--- config.mk ---
export PLATFORM = sky130hd
export DESIGN_NAME = positional_list_store
export DESIGN_NICKNAME = d
export VERILOG_FILES = /design/src/rtl/pls_pkg.sv /design/src/rtl/positional_list_store.sv /design/src/rtl/pls_cell.sv
export SDC_FILE = /design/constraint.sdc
export NUM_CORES = 1
export LEC_CHECK = 0
export BUFFER_PORTS_ARGS = -buffer_cell sky130_fd_sc_hd__buf_2
export CAP_MARGIN = 20
export CORE_UTILIZATION = 40
export DETAILED_ROUTE_END_ITERATION = 10
export GPL_ROUTABILITY_DRIVEN = 0
export GPL_TIMING_DRIVEN = 0
export SLEW_MARGIN = 5
export SYNTH_ARGS = -nofsm -noshare
export SYNTH_HDL_FRONTEND = slang
export SYNTH_HIERARCHICAL = 1
export SYNTH_SLANG_ARGS = --single-unit
--- constraint.sdc ---
create_clock -name clk -period 13.09 [get_ports clk]
set_input_delay 0.6545 -clock clk [delete_from_list [all_inputs] [get_ports clk]]
set_output_delay 0.6545 -clock clk [all_outputs]
set_load 0.01 [all_outputs]
--- src/rtl/pls_pkg.sv ---
// ----------------------------------------------------------------------------
// pls_pkg: shared types and constants for the positional list store
// Holds the list capacity, the derived widths, the request codes and the
// packed types of the request, the result and the broadcast to the cells.
// ----------------------------------------------------------------------------
package pls_pkg;

  localparam int DEPTH = 16;
  localparam int IDX_W = (DEPTH > 1) ? $clog2(DEPTH) : 1;
  localparam int CNT_W = $clog2(DEPTH + 1);
  localparam int POS_W = 5;
  localparam int VAL_W = 32;
  localparam int CMP_W = (CNT_W > POS_W) ? CNT_W : POS_W;

  localparam logic [1:0] ACT_APPEND = 2'd0;
  localparam logic [1:0] ACT_INSERT = 2'd1;
  localparam logic [1:0] ACT_REMOVE = 2'd2;
  localparam logic [1:0] ACT_READ   = 2'd3;

  localparam logic signed [VAL_W-1:0] NO_VALUE = '1;

  typedef struct packed {
    logic [1:0]              action;
    logic [POS_W-1:0]        position;
    logic signed [VAL_W-1:0] item_value;
  } pls_in_t;

  typedef struct packed {
    logic                    success;
    logic signed [VAL_W-1:0] read_value;
    logic [POS_W-1:0]        length;
  } pls_out_t;

  typedef struct packed {
    logic             ins;
    logic             rem;
    logic [CMP_W-1:0] pos;
    logic [VAL_W-1:0] value;
  } pls_bcast_t;

endpackage

--- src/rtl/positional_list_store.sv ---
// ----------------------------------------------------------------------------
// positional_list_store: bounded ordered list with positional access
// A row of cells holds the items in order; inserts and removals shift the
// cells behind the position by one place.
// ----------------------------------------------------------------------------
// A request is taken on every cycle in which start is high; busy is never
// raised, so one request per clock is sustained. Each request gives exactly
// one result, shown on out_data with out_strobe high for a single cycle, in the
// cycle after the request is taken. The receiver cannot stall the block, so every
// result must be captured in that cycle. The cells shift in parallel, and
// a read is served from a multiplexer over the cells.
module positional_list_store (
  input  logic                clk,
  input  logic                rst_n,
  input  logic                start,
  output logic                busy,
  input  pls_pkg::pls_in_t    in_data,
  output logic                out_strobe,
  output pls_pkg::pls_out_t   out_data
);

  logic [pls_pkg::CNT_W-1:0] count_r;
  logic [pls_pkg::CNT_W-1:0] count_nxt;
  logic                      out_strobe_r;
  pls_pkg::pls_out_t         out_data_r;
  pls_pkg::pls_out_t         out_data_nxt;
  pls_pkg::pls_bcast_t       bcast;

  logic [pls_pkg::VAL_W-1:0] cell_val [pls_pkg::DEPTH];

  logic                      accept;
  logic                      full;
  logic [pls_pkg::CMP_W-1:0] pos_ext;
  logic [pls_pkg::CMP_W-1:0] cnt_ext;
  logic                      ok;

  assign busy    = 1'b0;
  assign accept  = start && !busy;
  assign full    = (count_r == pls_pkg::CNT_W'(pls_pkg::DEPTH));
  assign pos_ext = pls_pkg::CMP_W'(in_data.position);
  assign cnt_ext = pls_pkg::CMP_W'(count_r);

  always_comb begin
    ok            = 1'b0;
    bcast.ins     = 1'b0;
    bcast.rem     = 1'b0;
    bcast.pos     = pos_ext;
    bcast.value   = in_data.item_value;
    count_nxt     = count_r;
    out_data_nxt.read_value = pls_pkg::NO_VALUE;
    case (in_data.action)
      pls_pkg::ACT_APPEND: begin
        ok        = !full;
        bcast.pos = cnt_ext;
        bcast.ins = accept && ok;
      end
      pls_pkg::ACT_INSERT: begin
        ok        = !full && (pos_ext <= cnt_ext);
        bcast.ins = accept && ok;
      end
      pls_pkg::ACT_REMOVE: begin
        ok        = (pos_ext < cnt_ext);
        bcast.rem = accept && ok;
      end
      pls_pkg::ACT_READ: begin
        ok = (pos_ext < cnt_ext);
        if (ok) begin
          out_data_nxt.read_value = cell_val[pos_ext[pls_pkg::IDX_W-1:0]];
        end
      end
      default: begin
        ok = 1'b0;
      end
    endcase
    if (bcast.ins) begin
      count_nxt = count_r + pls_pkg::CNT_W'(1);
    end else if (bcast.rem) begin
      count_nxt = count_r - pls_pkg::CNT_W'(1);
    end
    out_data_nxt.success = ok;
    out_data_nxt.length  = pls_pkg::POS_W'(count_nxt);
  end

  for (genvar i = 0; i < pls_pkg::DEPTH; i++) begin : g_cell
    logic [pls_pkg::VAL_W-1:0] left_val;
    logic [pls_pkg::VAL_W-1:0] right_val;

    if (i == 0) begin : g_first
      assign left_val = cell_val[i];
    end else begin : g_mid_l
      assign left_val = cell_val[i-1];
    end

    if (i == pls_pkg::DEPTH - 1) begin : g_last
      assign right_val = cell_val[i];
    end else begin : g_mid_r
      assign right_val = cell_val[i+1];
    end

    pls_cell u_cell (
      .clk       (clk),
      .cell_idx  (pls_pkg::IDX_W'(i)),
      .bcast     (bcast),
      .left_val  (left_val),
      .right_val (right_val),
      .val       (cell_val[i])
    );
  end

  always_ff @(posedge clk) begin
    if (!rst_n) begin
      count_r      <= '0;
      out_strobe_r <= 1'b0;
    end else begin
      count_r      <= count_nxt;
      out_strobe_r <= accept;
    end
  end

  always_ff @(posedge clk) begin
    if (accept) begin
      out_data_r <= out_data_nxt;
    end
  end

  assign out_strobe = out_strobe_r;
  assign out_data   = out_data_r;

endmodule

--- src/rtl/pls_cell.sv ---
// ----------------------------------------------------------------------------
// pls_cell: one storage cell of the positional list store
// Holds one item and, on each committed change, takes the new item, the
// item of its front neighbour, the item of its back neighbour, or holds.
// ----------------------------------------------------------------------------
module pls_cell (
  input  logic                          clk,
  input  logic [pls_pkg::IDX_W-1:0]     cell_idx,
  input  pls_pkg::pls_bcast_t           bcast,
  input  logic [pls_pkg::VAL_W-1:0]     left_val,
  input  logic [pls_pkg::VAL_W-1:0]     right_val,
  output logic [pls_pkg::VAL_W-1:0]     val
);

  logic [pls_pkg::VAL_W-1:0] val_r;
  logic [pls_pkg::VAL_W-1:0] val_nxt;
  logic [pls_pkg::CMP_W-1:0] idx_ext;

  assign idx_ext = pls_pkg::CMP_W'(cell_idx);

  always_comb begin
    val_nxt = val_r;
    if (bcast.ins) begin
      if (idx_ext == bcast.pos) begin
        val_nxt = bcast.value;
      end else if (idx_ext > bcast.pos) begin
        val_nxt = left_val;
      end
    end else if (bcast.rem) begin
      if (idx_ext >= bcast.pos) begin
        val_nxt = right_val;
      end
    end
  end

  always_ff @(posedge clk) begin
    val_r <= val_nxt;
  end

  assign val = val_r;

endmodule

==> qor.yml, run 1 <==
finalCriticalPeriod_ns: 4.52
cts.sinks: 556
dieArea_mm2: 0.0919
post-route-period-util: 0.346
drive_gt1_frac: 0.170
ys.flop_type: "edfxtp_1"
rsz0062_at_grt: "no"
status: "finished clean"
final.setup.worst_slack_ns: 8.57
crit_arrival_ns: 4.85
path_buf_inv: 6
synth_seq_cells: 556
cp-start-kind: "register"
start_util: 0.404
hold_buffers: 0
wl_per_cell_um: 23.5
area_growth_pct: 14.0
finalSetupViolations: 0
post-cts-setup-buffer-count: 0
post-dp-hpwl_mm: 97.1
drt_iter0_drc: 3103
cts_htree_levels: 3
core-area_mm2: 0.0899
synthTopCellsByArea: "edfxtp_1 (46%), mux4_2 (9.9%), a31oi_1 (8.9%)"
grt_max_degree: 65
slowest_delay_ns: 0.59
vias: 30500
first_pass_iters: 8
path_cells: "clkbuf_1 > inv_1 > ha_1 > a21oi_1 > o221ai_1 > clkbuf_1 > nand2_1 > nand2_1 > inv_1 > buf_16 > nor2_1 > or3_2 > o22ai_4 > buf_16"
synth_most_common_cell: "edfxtp_1"
cts_tree: "built"
met1_usage: 0.339
die_w_um: 303
grtUsageMet3: 0.0281
track_usage: 0.256
grtUsageMet2: 0.424
clk_latency_ns: 0.63
antenna_found_initial: 6
clk_path_buf_depth: 3
holdCritPathClass: "input pin to register"
power.density_mw_per_mm2: 124
path_delay_family: "buffers and inverters"
crit_slowest_cell: "inv_1"
ys_warn_count: 6
cts_resized: 0
criticalPathCategory: "register to register"
syn_inst: 3577
cts_made_buffers: 68
grt_pass1_vias: 30300
cts.reportedPaths.clkPinSlew_ns: 0.06
synth_edf_count: 550
synth-async-reset-ratio: 0
final_nets: 3926
synth-seq-area-share: 0.458
relSlewSlack: 0.249
finalSetupTns_ns: 0
drv_slew: 0
synth_top_area_cell: "edfxtp_1"
globalRoute.totalOverflow: 0
syn_avg_cell_area_um2: 10.1
synth_top_area_share: 0.455
ctsRootBufferMaster: "clkbuf_16"
fin_worst_skew_ns: 0.0293
drv_cap: 0
ir_drop_uv: 78.2
viasPerCell: 6.04
pin_count: 82
worstSetupEndpointType: "register"
critPathMaxFanout: 22
antenna_left: 0
tightest_slew_ns: 1.13
required_ns: 13.42
routed_wl_mm: 119
port_buffers: 78
drc: 0
fp.dieH_um: 303
busiest_layer: "met2"
max_freq_ghz: 0.221
synthTopCellsByCount: "edfxtp_1 (550), o21ai_0 (533), nor2_1 (532), a31oi_1 (515), nand3_1 (458)"
grt_pass1_wl_mm: 178
final_core_util: 0.460
synth_area_mm2: 0.0363
p_leak_nw: 13.2
hold_viol_final: 0
rows: 110
synth_cell_types: 43
place_ws_ns: 8.06
[kinds of logic after synthesis]
family | share of synthesized area
xor gates and xnor gates | 0.000965
AOI/OAI and AO/OA | 0.170
and+or+nand+nor | 0.165
muxes | 0.102
adders and majority gates | 0.0248
DFF | 0.458
other | 0.000207
buffers and inverters | 0.0790
[final timing paths]
| check | from | endpoint | slack [ns] | cells past startpoint |
|---|---|---|---|---|
| max reg2reg | cnt_ext[2]$_SDFF_PN0_ | g_cell[15].u_cell/val[16]$_DFFE_PP_ | 8.57 | 14 |
| min | rst_n | cnt_ext[1]$_SDFF_PN0_ | 0.45 | 3 |
| max | cnt_ext[2]$_SDFF_PN0_ | g_cell[15].u_cell/val[16]$_DFFE_PP_ | 8.57 | 14 |
| min reg2reg | cnt_ext[4]$_SDFF_PN0_ | cnt_ext[4]$_SDFF_PN0_ | 0.55 | 2 |
[registers in the layout (all words and copies together), names as in the netlist]
signal / count
cnt_ext: 5
out_data: 38
out_strobe: 1
g_cell.u_cell/val: 512
[worst register-to-register path: stages (launching register included)]
cell      delay (ns)
dfxtp_1         0.31
clkbuf_1        0.31
inv_1           0.14
ha_1            0.31
a21oi_1         0.18
o221ai_1        0.18
clkbuf_1        0.35
nand2_1         0.21
nand2_1         0.12
inv_1           0.59
buf_16          0.24
nor2_1          0.12
or3_2           0.49
o22ai_4         0.43
buf_16          0.23
[final cells by class]
cell class,instances,area [µm²]
Fill cell,8403,48500
Multi-Input combinational cell,2628,17200
Sequential cell,556,16600
Buffer,382,2590
Clock buffer,89,1890
Tap cell,1176,1470
Timing Repair Buffer,102,982
Inverter,74,278
Clock inverter,31,270
Antenna cell,3,7.51
[power by group]
group	leakage, nW	switching [W]	internal [W]
sequential	4.98	0.0000669	0.00208
clock	1.06	0.000776	0.00110
combinational	7.16	0.000712	0.000403
[layer usage]
layer  up-vias  share of wire
met1     14600           0.42
li1      14200              -
met5         -        0.00010
met4         2          0.040
met3       225          0.079
met2      1478           0.47
[per-stage QoR]
step | power, W | std cells | area, µm² | hold WS, ns
finish | 0.00513 | 5041 | 41400 | 0.453
global route | 0.00531 | 5039 | 41400 | 0.471
CTS | 0.00513 | 5035 | 41300 | 0.436
detailed placement | 0.00327 | 4915 | 39100 | 0.543
global placement | 0.00321 | 4894 | 38400 | 0.537
floorplan | 0.00289 | 3640 | 36500 | 0.480
[cell usage in the layout (no fill, tap or decap), drive strengths merged, types with 16 or more instances in the layout]
master,netlist,routed
a31oi,515,515
clkinv,0,24
conb,2,65
nor2,532,532
and2,18,18
o21ai,533,533
clkbuf,206,295
nand3,513,513
inv,74,76
mux4,160,160
ha,72,72
nor2b,17,17
and2b,16,16
a21oi,19,19
nand2,30,30
buf,176,278
or3,48,48
edfxtp,550,550
o22ai,17,17
and3b,16,16
nor3,18,18
nand3b,17,17
Power figures use the tool's default switching activity.
==> inputs of run 2 (changes only) <==
Clock period 13.09 ns to 4.5 ns, I/O delays scaled along.
==> qor.yml, run 2 (synthesis gave the netlist of run 1 again) <==
ir_drop_uv: 261
vias: 30600
required_ns: 4.81
final_nets: 3926
cts.sinks: 556
drt_iter0_drc: 3813
wl_per_cell_um: 23.9
grt_pass1_vias: 29400
clk_path_buf_depth: 3
cp-start-kind: "register"
start_util: 0.404
port_buffers: 78
final_common_cell: "edfxtp_1"
reg2reg_depth: 13
wl_met1_mm: 49.7
layout_common_cells: "edfxtp_1 (550), o21ai_0 (532), nor2_1 (531), a31oi_1 (515), nand3_1 (458)"
routed.top_layer: "met5"
cts_tree: "built"
dr_wl_met3_mm: 10.2
rsz0062_at_grt: "no"
rows: 110
post-route-period-util: 0.937
area_growth_pct: 13.7
hold_ws_ns: 0.0272
status: "finished clean"
die_w_um: 303
cts.reportedPaths.clkPinSlew_ns: 0.06
ctsRootBufferMaster: "clkbuf_16"
routed_wl_mm: 120
finalSetupTns_ns: 0
viasPerCell: 6.07
post-cts-setup-buffer-count: 0
critPathMaxFanout: 33
place_ws_ns: 0.0709
holdCritPathClass: "input pin to register"
first_pass_iters: 6
num-fill-cells: 8352
finalCriticalPeriod_ns: 4.21
drv_slew: 0
hold_viol_final: 0
clk_latency_ns: 0.62
worstSetupEndpointType: "register"
largest_reg_flops: 512
antenna_found_initial: 11
grt_max_degree: 65
final.setup.worst_slack_ns: 0.286
globalRoute.totalOverflow: 0
crit_arrival_ns: 4.52
wl_met2_mm: 56.8
drv_cap: 0
antenna_left: 0
drc: 0
core-area_mm2: 0.0899
criticalPathCategory: "register to register"
fin_worst_skew_ns: 0.0208
power.density_mw_per_mm2: 357
hold_depth: 1
post-dp-hpwl_mm: 97.5
grt_pass1_wl_mm: 177
dieArea_mm2: 0.0919
total_power_w: 0.0147
p_leak_nw: 13.2
pin_count: 82
fp.dieH_um: 303
dp.cells: 4915
track_usage: 0.254
ff2ff_setup_slack_ns: 0.29
cts_made_buffers: 68
tightest_slew_ns: 1.12
max_freq_ghz: 0.237
drive_gt1_frac: 0.170
cts_htree_levels: 3
finalSetupViolations: 0
relSlewSlack: 0.257
fin_cells: 5041
-- run 2: changes by cell type in the layout (fill, tap and decap cells not counted), moves of 2 or more --
cell       delta
buf_16        -2
bufinv_16     -2
clkbuf_1      -3
clkbuf_16     -2
clkinv_1      +3
diode_2       +2
-- run 2: per-stage QoR --
step | utilization | cell area [µm²]
CTS | 0.458 | 41200
floorplan | - | 36600
global placement | 0.428 | 38500
finish | 0.459 | 41300
global route | 0.459 | 41200
detailed placement | 0.435 | 39100
-- run 2: path summary, 6_finish.rpt --
check                        start                                 end
min                          start          out_data[28]$_SDFFCE_PN1P_
max          cnt_ext[2]$_SDFF_PN0_  g_cell[6].u_cell/val[17]$_DFFE_PP_
min reg2reg  cnt_ext[4]$_SDFF_PN0_               cnt_ext[4]$_SDFF_PN0_
max reg2reg  cnt_ext[2]$_SDFF_PN0_  g_cell[6].u_cell/val[17]$_DFFE_PP_
-- run 2: what timing repair did --
action / in CTS / in global routing
gates resized for setup: 0 / 3
setup endpoints to repair: 0 / 371
hold buffers: 0 / 0
-- run 2: power by group --
group          switching (W)  internal (W)
combinational        0.00209       0.00117
clock                0.00223       0.00301
sequential          0.000196       0.00604
total                0.00452        0.0102
-- run 2: cell type report --
| class | count | area [µm²] | share of cell area |
|---|---|---|---|
| buffer | 382 | 2590 | 0.0628 |
| tap | 1176 | 1470 | 0.0357 |
| clock buffer | 86 | 1840 | 0.0447 |
| sequential | 556 | 16600 | 0.403 |
| timing repair buffer | 102 | 953 | 0.0231 |
| antenna | 5 | 12.5 | 0.000303 |
| multi-input combinational | 2628 | 17200 | 0.418 |
| clock inverter | 32 | 223 | 0.00540 |
| inverter | 74 | 279 | 0.00676 |
-- run 2: worst max-delay path, cell delays in order, from the launching register on --
cell and delay, ns:
dfxtp_1 0.30, clkbuf_1 0.27, inv_1 0.12, ha_1 0.30, a21oi_1 0.19, o221ai_1 0.19, clkbuf_2 0.33, nand2_1 0.19
nand2_1 0.13, clkinv_2 0.45, nor2_1 0.19, or3_2 0.52, o22ai_4 0.43, buf_16 0.23
-- run 2: routing by layer --
metal / up-vias / GRT usage
met3: 185 / 0.0266
li1: 14200 / -
met5: - / 0
met2: 1516 / 0.422
met4: 2 / 0.0847
met1: 14700 / 0.346
